### src/hdl/tbst_pkg.sv
`default_nettype none
package tbst_pkg;

	localparam int FRAC_BITS = 8;
	localparam int SAMPLE_W  = 16;
	localparam int Q_W       = SAMPLE_W + FRAC_BITS;
	localparam int STAGE_W   = 4;

	localparam logic [SAMPLE_W-1:0] SAMPLE_MAX = 16'hffff;
	localparam logic [Q_W-1:0]      Q_MAX      = Q_W'(SAMPLE_MAX) << FRAC_BITS;

	// input tdata: stage, frame_max, frame_min, raw_sample, pre_cmf_sample, baseline_in
	localparam int IN_W    = STAGE_W + 4 * SAMPLE_W + Q_W;
	localparam int S_TDATA_W = ((IN_W + 7) / 8) * 8;
	// output tdata: action, update_step, update_allowed, force_flag, reset_flag, baseline_out
	localparam int OUT_W   = 2 + SAMPLE_W + 3 + Q_W;
	localparam int M_TDATA_W = ((OUT_W + 7) / 8) * 8;

	localparam logic [STAGE_W-1:0] STG_STABLE   = 4'd0;
	localparam logic [STAGE_W-1:0] STG_RESET    = 4'd1;
	localparam logic [STAGE_W-1:0] STG_NOISY    = 4'd2;
	localparam logic [STAGE_W-1:0] STG_POST_A   = 4'd7;
	localparam logic [STAGE_W-1:0] STG_POST_B   = 4'd8;
	localparam logic [STAGE_W-1:0] STG_DEBOUNCE = 4'd9;

	localparam logic [1:0] CFG_RST_SRC = 2'd0;
	localparam logic [1:0] CFG_PEAK    = 2'd1;
	localparam logic [1:0] CFG_NFMS    = 2'd2;

	typedef enum logic [1:0] {
		ACT_HOLD   = 2'd0,
		ACT_UPDATE = 2'd1,
		ACT_RESET  = 2'd2,
		ACT_FORCED = 2'd3
	} act_t;

endpackage
`default_nettype wire

### src/hdl/tbst_track.sv
`default_nettype none
module tbst_track (
	input  wire logic [tbst_pkg::Q_W-1:0]             base,
	input  wire logic [tbst_pkg::SAMPLE_W-1:0]        sample,
	input  wire logic signed [tbst_pkg::SAMPLE_W-1:0] step,
	output logic [tbst_pkg::Q_W-1:0]                  result
);
	import tbst_pkg::*;

	logic [Q_W-1:0]        sample_q;
	logic [Q_W-1:0]        step_q;
	logic signed [Q_W:0]   delta;
	logic [Q_W-1:0]        mag;
	logic [Q_W:0]          up;
	logic [Q_W-1:0]        dn;
	logic                  hold;

	always_comb begin
		sample_q = Q_W'(sample) << FRAC_BITS;
		// non-positive step means no movement
		step_q   = (step[SAMPLE_W-1] == 1'b1) ? '0 : (Q_W'(step[SAMPLE_W-2:0]) << FRAC_BITS);
		delta    = $signed({1'b0, sample_q}) - $signed({1'b0, base});
		mag      = delta[Q_W] ? Q_W'(-delta) : delta[Q_W-1:0];
		hold     = (step_q == '0) || (mag < step_q);
		up       = {1'b0, base} + {1'b0, step_q};
		dn       = base - step_q;
		if (hold) begin
			result = base;
		end else if (!delta[Q_W]) begin
			result = (up > {1'b0, Q_MAX}) ? Q_MAX : up[Q_W-1:0];
		end else if (base < step_q) begin
			result = '0;
		end else begin
			result = (dn > Q_MAX) ? Q_MAX : dn;
		end
	end

endmodule
`default_nettype wire

### src/hdl/touch_baseline_stage_tracker.sv
`default_nettype none
// An item passes the input register and then the result register; it moves on from the
// input register whenever the result register is empty or its result is being taken.
// Throughput: one item per cycle; an item is still taken into an empty input register while
// a result waits, and input stalls only when both registers hold items and m_tready is low.
// Reset (arst_n low, asynchronous): pipeline empty, all configuration registers zero.
// Configuration writes are taken every cycle (cfg_ready is always high).
module touch_baseline_stage_tracker (
	input  wire logic                            clk,
	input  wire logic                            arst_n,
	input  wire logic                            s_tvalid,
	output logic                                 s_tready,
	// stage, frame_max, frame_min, raw_sample, pre_cmf_sample, baseline_in, zero pad
	input  wire logic [tbst_pkg::S_TDATA_W-1:0]  s_tdata,
	// touch_seen, quiet_frame
	input  wire logic [1:0]                      s_tuser,
	output logic                                 m_tvalid,
	input  wire logic                            m_tready,
	// action, update_step, update_allowed, force_flag, reset_flag, baseline_out, zero pad
	output logic [tbst_pkg::M_TDATA_W-1:0]       m_tdata,
	input  wire logic                            cfg_valid,
	output logic                                 cfg_ready,
	input  wire logic [1:0]                      cfg_index,
	input  wire logic [15:0]                     cfg_data
);
	import tbst_pkg::*;

	// configuration
	logic                       rst_src_q;
	logic [SAMPLE_W-1:0]        peak_q;
	logic signed [SAMPLE_W-1:0] nfms_q;

	// input stage
	logic                       v_s1;
	logic [STAGE_W-1:0]         stage_s1;
	logic signed [SAMPLE_W-1:0] max_s1;
	logic signed [SAMPLE_W-1:0] min_s1;
	logic                       has_s1;
	logic                       clean_s1;
	logic [SAMPLE_W-1:0]        raw_s1;
	logic [SAMPLE_W-1:0]        pre_s1;
	logic [Q_W-1:0]             base_s1;

	// result stage
	logic                       v_s2;
	act_t                       act_s2;
	logic signed [SAMPLE_W-1:0] step_s2;
	logic                       allowed_s2;
	logic                       force_s2;
	logic                       rst_s2;
	logic [Q_W-1:0]             newb_s2;

	logic                       adv;
	logic                       in_fire;

	logic [SAMPLE_W-1:0]        lim;
	logic [SAMPLE_W-1:0]        neg;
	logic signed [SAMPLE_W+1:0] max_x;
	logic signed [SAMPLE_W+1:0] min_x;
	logic signed [SAMPLE_W+1:0] lim_x;
	logic signed [SAMPLE_W+1:0] lim1_x;
	logic                       pass_l;
	logic                       pass_l1;
	logic [SAMPLE_W-1:0]        nfms_pos;
	logic [SAMPLE_W-1:0]        neg_16;
	logic [SAMPLE_W-1:0]        st_stable;
	logic [SAMPLE_W-1:0]        st_post;
	logic [SAMPLE_W-1:0]        st_deb;
	logic [SAMPLE_W-1:0]        t_min;

	act_t                       act_d;
	logic signed [SAMPLE_W-1:0] step_d;
	logic                       allowed_d;
	logic                       force_d;
	logic                       rst_d;
	logic [Q_W-1:0]             track_b;
	logic [Q_W-1:0]             newb_d;
	logic [SAMPLE_W-1:0]        rst_src;

	assign cfg_ready = 1'b1;
	assign adv       = !v_s2 || m_tready;
	assign s_tready  = !v_s1 || adv;
	assign in_fire   = s_tvalid && s_tready;

	always_ff @(posedge clk or negedge arst_n) begin
		if (!arst_n) begin
			rst_src_q <= 1'b0;
			peak_q    <= '0;
			nfms_q    <= '0;
		end else if (cfg_valid) begin
			case (cfg_index)
				CFG_RST_SRC: rst_src_q <= cfg_data[0];
				CFG_PEAK:    peak_q    <= cfg_data;
				CFG_NFMS:    nfms_q    <= $signed(cfg_data);
				default:     ;
			endcase
		end
	end

	always_ff @(posedge clk or negedge arst_n) begin
		if (!arst_n) begin
			v_s1 <= 1'b0;
			v_s2 <= 1'b0;
		end else begin
			if (s_tready) begin
				v_s1 <= s_tvalid;
			end
			if (adv) begin
				v_s2 <= v_s1;
			end
		end
	end

	always_ff @(posedge clk) begin
		if (in_fire) begin
			stage_s1 <= s_tdata[STAGE_W-1:0];
			max_s1   <= $signed(s_tdata[STAGE_W +: SAMPLE_W]);
			min_s1   <= $signed(s_tdata[STAGE_W+SAMPLE_W +: SAMPLE_W]);
			raw_s1   <= s_tdata[STAGE_W+2*SAMPLE_W +: SAMPLE_W];
			pre_s1   <= s_tdata[STAGE_W+3*SAMPLE_W +: SAMPLE_W];
			base_s1  <= s_tdata[STAGE_W+4*SAMPLE_W +: Q_W];
			has_s1   <= s_tuser[0];
			clean_s1 <= s_tuser[1];
		end
		if (adv && v_s1) begin
			act_s2     <= act_d;
			step_s2    <= step_d;
			allowed_s2 <= allowed_d;
			force_s2   <= force_d;
			rst_s2     <= rst_d;
			newb_s2    <= newb_d;
		end
	end

	// limit checks and step candidates
	always_comb begin
		lim     = (peak_q == '0) ? SAMPLE_W'(1) : peak_q;
		neg     = min_s1[SAMPLE_W-1] ? SAMPLE_W'(-min_s1) : '0;
		max_x   = (SAMPLE_W+2)'(max_s1);
		min_x   = (SAMPLE_W+2)'(min_s1);
		lim_x   = $signed({2'b00, lim});
		lim1_x  = lim_x - (SAMPLE_W+2)'(1);
		pass_l  = (min_x >= -lim_x) && (max_x <= lim_x);
		pass_l1 = (min_x >= -lim1_x) && (max_x <= lim1_x);

		nfms_pos  = (nfms_q > 0) ? nfms_q : SAMPLE_W'(1);
		neg_16    = neg >> 4;
		t_min     = (neg_16 < (nfms_pos >> 2)) ? neg_16 : (nfms_pos >> 2);
		st_stable = (t_min == '0) ? SAMPLE_W'(1) : t_min;

		if ((lim >> 6) == '0) begin
			st_post = SAMPLE_W'(1);
		end else if ((lim >> 6) > SAMPLE_W'(255)) begin
			st_post = SAMPLE_W'(255);
		end else begin
			st_post = lim >> 6;
		end

		if (neg_16 < (lim >> 2)) begin
			st_deb = (neg_16 == '0) ? SAMPLE_W'(1) : neg_16;
		end else begin
			st_deb = ((lim >> 2) == '0) ? SAMPLE_W'(1) : (lim >> 2);
		end
	end

	always_comb begin
		act_d     = ACT_HOLD;
		step_d    = nfms_q;
		allowed_d = 1'b0;
		force_d   = 1'b0;
		rst_d     = 1'b0;
		case (stage_s1)
			STG_STABLE: begin
				allowed_d = pass_l && !has_s1 && clean_s1;
				if (min_s1[SAMPLE_W-1]) begin
					step_d = $signed(st_stable);
				end
				if (allowed_d) begin
					act_d = ACT_UPDATE;
				end
			end
			STG_RESET: begin
				rst_d = 1'b1;
				act_d = ACT_RESET;
			end
			STG_NOISY: begin
				if (!has_s1) begin
					rst_d = 1'b1;
					act_d = ACT_RESET;
				end
			end
			STG_POST_A, STG_POST_B: begin
				step_d    = $signed(st_post);
				allowed_d = !has_s1 && pass_l1;
				if (allowed_d) begin
					act_d = ACT_UPDATE;
				end
			end
			STG_DEBOUNCE: begin
				step_d    = $signed(st_deb);
				force_d   = 1'b1;
				// negative bound bypassed
				allowed_d = max_x <= $signed({2'b00, neg});
				if (allowed_d) begin
					act_d = ACT_FORCED;
				end
			end
			default: ;
		endcase
	end

	tbst_track u_track (
		.base   (base_s1),
		.sample (raw_s1),
		.step   (step_d),
		.result (track_b)
	);

	always_comb begin
		rst_src = rst_src_q ? pre_s1 : raw_s1;
		if (rst_d) begin
			newb_d = Q_W'(rst_src) << FRAC_BITS;
		end else if (act_d == ACT_UPDATE || act_d == ACT_FORCED) begin
			newb_d = track_b;
		end else begin
			newb_d = base_s1;
		end
	end

	assign m_tvalid = v_s2;
	assign m_tdata  = M_TDATA_W'({newb_s2, rst_s2, force_s2, allowed_s2, step_s2, act_s2});

	a_reset_stage: assert property (@(posedge clk) disable iff (!arst_n)
		(adv && v_s1 && stage_s1 == STG_RESET) |=> (act_s2 == ACT_RESET && rst_s2))
		else $error("reset stage did not produce a reset item");

	a_debounce_force: assert property (@(posedge clk) disable iff (!arst_n)
		(adv && v_s1 && stage_s1 == STG_DEBOUNCE) |=> force_s2)
		else $error("debounce stage without force flag");

	a_hold_passes: assert property (@(posedge clk) disable iff (!arst_n)
		(adv && v_s1 && act_d == ACT_HOLD) |=> (newb_s2 == $past(base_s1)))
		else $error("hold changed the baseline");

	a_empty_ready: assert property (@(posedge clk) disable iff (!arst_n)
		!v_s1 |-> s_tready)
		else $error("empty input stage not ready");

	a_stall_holds: assert property (@(posedge clk) disable iff (!arst_n)
		(v_s2 && !m_tready) |=> (v_s2 && newb_s2 == $past(newb_s2)))
		else $error("stalled item lost or changed");

endmodule
`default_nettype wire

### config.mk
export PLATFORM = sky130hd
export DESIGN_NAME = touch_baseline_stage_tracker
export DESIGN_NICKNAME = d
export VERILOG_FILES = /design/src/hdl/tbst_pkg.sv /design/src/hdl/tbst_track.sv /design/src/hdl/touch_baseline_stage_tracker.sv
export SDC_FILE = /design/constraint.sdc
export NUM_CORES = 1
export LEC_CHECK = 0
export BUFFER_PORTS_ARGS = -buffer_cell sky130_fd_sc_hd__buf_2
export CORE_ASPECT_RATIO = 0.8
export CORE_MARGIN = 2
export CORE_UTILIZATION = 50
export DETAILED_ROUTE_END_ITERATION = 6
export GPL_ROUTABILITY_DRIVEN = 0
export PLACE_DENSITY_LB_ADDON = 0.2
export SLEW_MARGIN = 0
export SYNTH_ARGS = -nofsm -noshare
export SYNTH_HDL_FRONTEND = slang
export SYNTH_SLANG_ARGS = --single-unit
### constraint.sdc
create_clock -name clk -period 8.2 [get_ports clk]
set_clock_uncertainty 0.2 [all_clocks]
set_input_delay 0.41 -clock clk [delete_from_list [all_inputs] [get_ports clk]]
set_output_delay 0.41 -clock clk [all_outputs]
set_load 0.1 [all_outputs]
After elaboration in Yosys (flattened, before gate mapping)
Cells that the tools add are included. W data, S select, Z words.

Bits in registers: 174. Bits in latches: 0. Bits in writable memories: 0. Bits in read-only memories: 0. Input bits: 121. Output and inout port bits: 51. Logic and storage cells: 107. Memories kept: 0.

Add/subtract/negate cells: 8. Multiply operators: 0. Divide/modulo/power cells: 0. $lt $le $gt $ge: 13. Equal/unequal tests: 9. Shift operators: 0. Mux-type cells: 31. Bitwise gates (word level): 0. Reductions and logical operators: 26.

Operator list (count): $mux W24 (8); $logic_not A16 Y1 (5); $mux W16 (5); $mux W14 (4); $le A16 B17 Y1 (3); $lt A24 B24 Y1 (2); $pmux W16 S3 (1); $ge A16 B18 Y1 (2); $lt A12 B14 Y1 (2); $add A24 B24 Y25 (1); $gt A25 B24 Y1 const B (1); $sub A24 B24 Y25 (1); $gt A24 B24 Y1 const B (1); $logic_not A24 Y1 (1); $neg A24 Y24 (1); $sub A24 B24 Y24 (1); $mux W23 (1); $mux W10 (2); $neg A16 Y18 (1); $neg A17 Y18 (1); $sub A16 B1 Y17 const B (1); $gt A16 B1 Y1 const B (1); $neg A16 Y16 (1); $mux W12 (1); other kinds (19) (39).

Logic depth before layout (Yosys ltp)
Word-level depth: 17. Mapped depth: 32. Gate-level depth less buffers: 30.

By module
Synthesis repeated with hierarchy kept, for this count alone.

Cells, all modules: 1634. Area total of the unflattened synthesis: 15313.4 µm².

Modules (own cells, without submodules): touch_baseline_stage_tracker (instances 1, cells an instance 981, area each 10928.0 µm², sequential area each 5049.8 µm²); tbst_track (instances 1, cells an instance 653, area each 4385.5 µm², sequential area each 0.0 µm²).

Worst setup path before layout
OpenSTA, ideal clock, no wires.

Path kind: reg-to-reg. Start point: register min_s1[4]. End point: register newb_s2[0], data pin. Setup time: 0.255 ns. Arrival time: 6.878 ns. Data required time: 7.745 ns. Setup slack: 0.867 ns. Stages on the path, launching flop included: 30. Path buffers: 2. Clock period less this slack: 7.333 ns. Cell sequence: edfxtp_1 > or4_1 > clkbuf_1 > nor4_2 > nand2_1 > xor2_1 > nand2_1 > inv_1 > ha_1 > nand3_1 > o21bai_1 > o31a_1 > nor3_1 > nand3_1 > and3_1 > a221o_1 > nand2_1 > ha_1 > clkbuf_1 > or4_1 > nor2_1 > o211ai_1 > o21ai_0 > o21bai_1 > xnor2_1 > or4_1 > o311a_1 > o22ai_1 > a31oi_2 > and2_1.

Cells in the longest elaborated chain, start to end: 16. Elaborated cells on any way between the ends: 42.

RTL lines: from (decl) (RTL line touch_baseline_stage_tracker.sv:37) `logic signed [SAMPLE_W-1:0] min_s1;`; from (signal assigned) (RTL line touch_baseline_stage_tracker.sv:118) `min_s1 <= $signed(s_tdata[STAGE_W+SAMPLE_W +: SAMPLE_W]);`; $neg A16 Y16 * (RTL line touch_baseline_stage_tracker.sv:138) `neg = min_s1[SAMPLE_W-1] ? SAMPLE_W'(-min_s1) : '0;`; $mux W16 * (RTL line touch_baseline_stage_tracker.sv:138); $lt A12 B14 Y1 (RTL line touch_baseline_stage_tracker.sv:148) `t_min = (neg_16 < (nfms_pos >> 2)) ? neg_16 : (nfms_pos >> 2);`; $mux W14 (RTL line touch_baseline_stage_tracker.sv:148); $logic_not A16 Y1 (RTL line touch_baseline_stage_tracker.sv:149) `st_stable = (t_min == '0) ? SAMPLE_W'(1) : t_min;`; $mux W14 (RTL line touch_baseline_stage_tracker.sv:149); $mux W16 (RTL line touch_baseline_stage_tracker.sv:175) `if (min_s1[SAMPLE_W-1]) begin`; $pmux W16 S3 * (RTL line touch_baseline_stage_tracker.sv:172) `case (stage_s1)`; named net step_d[10] (RTL line touch_baseline_stage_tracker.sv:72) `logic signed [SAMPLE_W-1:0] step_d;`; $mux W23 * (RTL line tbst_track.sv:21) `step_q = (step[SAMPLE_W-1] == 1'b1) ? '0 : (Q_W'(step[SAMPLE_W-2:0]) << FRAC_BITS);`; $sub A24 B24 Y24 (RTL line tbst_track.sv:26) `dn = base - step_q;`; $gt A24 B24 Y1 (RTL line tbst_track.sv:34) `result = (dn > Q_MAX) ? Q_MAX : dn;`; $mux W24 (RTL line tbst_track.sv:34); $mux W24 (RTL line tbst_track.sv:31) `end else if (base < step_q) begin`; $mux W24 (RTL line tbst_track.sv:29) `end else if (!delta[Q_W]) begin`; $mux W24 * (RTL line tbst_track.sv:27) `if (hold) begin`; $mux W24 * (RTL line touch_baseline_stage_tracker.sv:223) `end else if (act_d == ACT_UPDATE || act_d == ACT_FORCED) begin`; to (signal assigned) (RTL line touch_baseline_stage_tracker.sv:131) `newb_s2 <= newb_d;`; to (decl) (RTL line touch_baseline_stage_tracker.sv:51) `logic [Q_W-1:0] newb_s2;`.

Mark *: on every way through the listed nets, which the timed path passes. The rest lies on a longest branch. A chain may end at the register's enable or synchronous reset.

Final worst setup path
Start point: register min_s1[9]. End point: register newb_s2[17], data pin.

Cells in the longest elaborated chain, start to end: 17. Elaborated cells on any way between the ends: 43.

RTL lines: $neg A16 Y16 * (RTL line touch_baseline_stage_tracker.sv:138); $mux W16 * (RTL line touch_baseline_stage_tracker.sv:138); $lt A12 B14 Y1 (RTL line touch_baseline_stage_tracker.sv:148); $mux W14 (RTL line touch_baseline_stage_tracker.sv:148); $logic_not A16 Y1 (RTL line touch_baseline_stage_tracker.sv:149); $mux W14 (RTL line touch_baseline_stage_tracker.sv:149); $mux W16 (RTL line touch_baseline_stage_tracker.sv:175); $pmux W16 S3 * (RTL line touch_baseline_stage_tracker.sv:172); named net step_d[1] (RTL line touch_baseline_stage_tracker.sv:72); [... 2 more ...]; $gt A24 B24 Y1 (RTL line tbst_track.sv:34); $mux W24 (RTL line tbst_track.sv:34); $mux W24 (RTL line tbst_track.sv:31); $mux W24 (RTL line tbst_track.sv:29); $mux W24 * (RTL line tbst_track.sv:27); $mux W24 * (RTL line touch_baseline_stage_tracker.sv:223); $mux W24 * (RTL line touch_baseline_stage_tracker.sv:221) `if (rst_d) begin`; named net newb_d[17] (RTL line touch_baseline_stage_tracker.sv:77) `logic [Q_W-1:0] newb_d;`.

Marks and branches as above.

==> impl_metrics.toml <==
[power]
power_frac_clock_pct = 22.2
p_sw_uw = 1640
power_density_mw_per_mm2 = 208
seqPwrFrac_pct = 30.2
power.internal_uw = 2220
irDropWorstVdd_uv = 170
p_comb_share_pct = 47.5
swShare_pct = 42.4
p_leak_uw = 0.00794

[sta]
rsz0062_at_grt = "false"
period_needed_ns = 7.82
setup_ws_ns = 0.381
fin_crit_sh_pct = 95.4
fin_tns_setup_ns = 0
hold_viol_final = 0
max_freq_ghz = 0.128
tightest_slew_ns = 1.38
setup_viol = 0
relSlewSlack_pct = 7.40
final_max_slew_viol_count = 0

[finish]
fillers = 2448
drive_gt1_share_pct = 19.4
multi_input_area_sq_mm = 0.00939
area_delta_synth_final_pct = 23.3
nNetsFinal = 2242
regArea_sq_mm = 0.00505

[global_route]
grt_pass1_vias = 13800
track_usage_pct = 32.7
antenna_found_initial = 3
grt_pass1_wl_mm = 78.4
overflow = 0
grt_max_degree = 50

[die]
num_rows = 56
fp.dieW_um = 198
boundaryPins = 172
dieArea_sq_mm = 0.0315
core_area_sq_mm = 0.0294
fp.dieH_um = 159
start_util_pct = 51.1

[placed_design]
dp_hpwl_mm = 39.6
preCtsSetupSlack_ns = 0.354
io_buffers = 163

[min_path]
hold_path_depth = 2
hold_path_startpoint = "cfg_data[3]"
hp-class = "input pin to flop"
hold_end = "peak_q[3]$_DFFE_PN0P_"

[synth]
synth.most_common_cell = "ha_1"
synth_edf_count = 139
avgSynthCellArea_sq_um = 9.35
synth-main-ff-cell = "edfxtp_1"
yosysWarnings = 0
synth_top_area_share_pct = 27.8
synth-seq-cells = 174
syn-cell-area_sq_mm = 0.0150
synth_area_leaders = "edfxtp_1 (28%), ha_1 (15%), dfrtp_1 (5.8%)"
yosys.area.top_type = "edfxtp_1"
synthCells = 1607
ys_seq_area_share_pct = 33.6
synthArstFlopShare_pct = 20.1
synth_common_cells = "ha_1 (176), edfxtp_1 (139), nand2_1 (117)"
ys_types = 94

[worst_setup_path]
worstReg2RegEnd = "newb_s2[17]$_DFFE_PP_"
worst_setup_path_start_kind = "flop"
crit_arrival_ns = 7.86
rrSetupSlack_ns = 0.38
reg2reg_depth = 32
crit_path_frequent_cell = "buf_4"
cp-end-kind = "flop"
slowest_stage = "or4_1"
critPathMaxStageDelay_ns = 0.61
critPathKind = "flop to flop"
required_ns = 8.24
worst-path-max-fanout = 7
reg2reg_from = "min_s1[9]$_DFFE_PP_"

[clock_network]
cts.sinks = 174
cts_tree = "done"
clockBufferDepth = 2
cts-root-buf = "clkbuf_16"
clk_latency_ns = 0.46
h-tree-depth = 4
cts_buffers = 17
cts.clk_slew.worst_paths_ns = 0.07
cts_setup_buffers = 0

[route]
drt-vias-per-instance = 6.32
dr.pass1.iters = 7
avgRoutedWirePerCell_um = 22.0
drt-total-wl_mm = 51.3
via_count = 14800
antenna_left = 0
drtIter0Drc = 1750
remaining_drc_errors = 8

[outcome]
violations = "design-rule violations"
status = "finished, violations left"

[job]
drv_cap = 0
-- layer usage --
metal | wire length (um) | up-vias | global-route usage, %
met5 | 0 | - | 0
li1 | - | 6731 | -
met1 | 22700 | 7040 | 49.5
met4 | 1350 | 0 | 8.71
met3 | 6870 | 112 | 9.28
met2 | 20400 | 868 | 45.1
-- cells by family (layout without fill, tap and decap cells) --
logic type	after synthesis	count (layout)	synth area share (%)
flops	174	174	33.6
buf+inv	158	505	4.20
simple gates	545	545	18.9
xor+xnor	93	93	5.42
mux	58	58	4.15
other cells	2	5	0.0500
compound gates	399	399	18.8
fa+ha+maj	178	178	14.9
-- layout by cell type, fill, tap and decap left out, drive strengths merged, types with 23 or more instances in the layout --
cell type      n
inv          107
nor2         113
xor2          27
nand2b        32
a21o          28
xnor2         66
a211oi        25
a21oi         88
dfrtp         35
nand2        117
ha           176
a31oi         23
nor3          49
buf          268
edfxtp       139
nor2b         30
dlygate4sd3  102
and2          26
nand3         50
mux2          34
nor4          25
o21ai         64
mux2i         24
-- power groups by stage --
stage	Combinational [uW]	Sequential (uW)	Clock, uW
finish	1830	1170	858
global placement	1690	1180	0
CTS	1780	1160	871
global route	1980	1170	904
detailed placement	1730	1180	0
floorplan	1060	1310	0
-- critical path, delay by kind of cell (launching register included) --
family | cells | cell delay, ns
xor+xnor | 1 | 0.17
flops | 1 | 0.52
compound gates | 11 | 2.67
buf+inv | 7 | 1.15
fa+ha+maj | 2 | 0.72
mux | 1 | 0.11
simple gates | 10 | 2.06
-- how the worst max path moves through the flow --
| stage | from | end | slack (ns) | cells past startpoint |
|---|---|---|---|---|
| finish | min_s1[9]$_DFFE_PP_ | newb_s2[17]$_DFFE_PP_ | 0.38 | 32 |
| global route | min_s1[9]$_DFFE_PP_ | newb_s2[3]$_SDFFCE_PP0P_ | 0.03 | 28 |
| CTS | min_s1[3]$_DFFE_PP_ | newb_s2[3]$_SDFFCE_PP0P_ | 0.31 | 25 |
| detailed placement | min_s1[3]$_DFFE_PP_ | newb_s2[3]$_SDFFCE_PP0P_ | 0.35 | 25 |
| global placement | min_s1[4]$_DFFE_PP_ | newb_s2[1]$_SDFFCE_PP0P_ | 0.48 | 25 |
| floorplan | min_s1[4]$_DFFE_PP_ | newb_s2[0]$_SDFFCE_PP0P_ | 0.87 | 29 |
-- state kept, by name, summed over array words and instances, names as in the netlist, 2 cells and up --
name / cells
act_s2: 2
min_s1: 16
raw_s1: 16
peak_q: 16
nfms_q: 16
base_s1: 24
newb_s2: 24
stage_s1: 4
pre_s1: 16
step_s2: 16
max_s1: 16
-- metrics by stage --
stage	std cells	power [uW]	utilization (%)	hold slack (ns)	instance area [sq um]
final	2334	3860	63.0	0.0118	18500
after global placement	2199	2860	57.3	0.259	16900
after floorplan	1609	2360	-	-0.0856	15000
after CTS	2333	3810	62.9	0.000451	18500
after global routing	2334	4060	63.0	0.00372	18500
after detailed placement	2199	2910	57.3	0.288	16900
-- repair_timing --
item	4_1_cts	5_1_grt
hold buffers	102	0
endpoints found under the hold margin	139	0
endpoints found under the setup margin	0	16
gates resized for setup	0	6
-- cell type report --
class	count	share of cell area, %
repair buffers	370	14.2
clock buffers	17	2.30
flip-flops and latches	174	27.3
inverters	103	2.09
multi-input cells	1277	50.7
clock inverters	15	0.979
diodes	1	0.0135
well taps	377	2.55
Note: power is estimated with default switching activity, not from simulation.
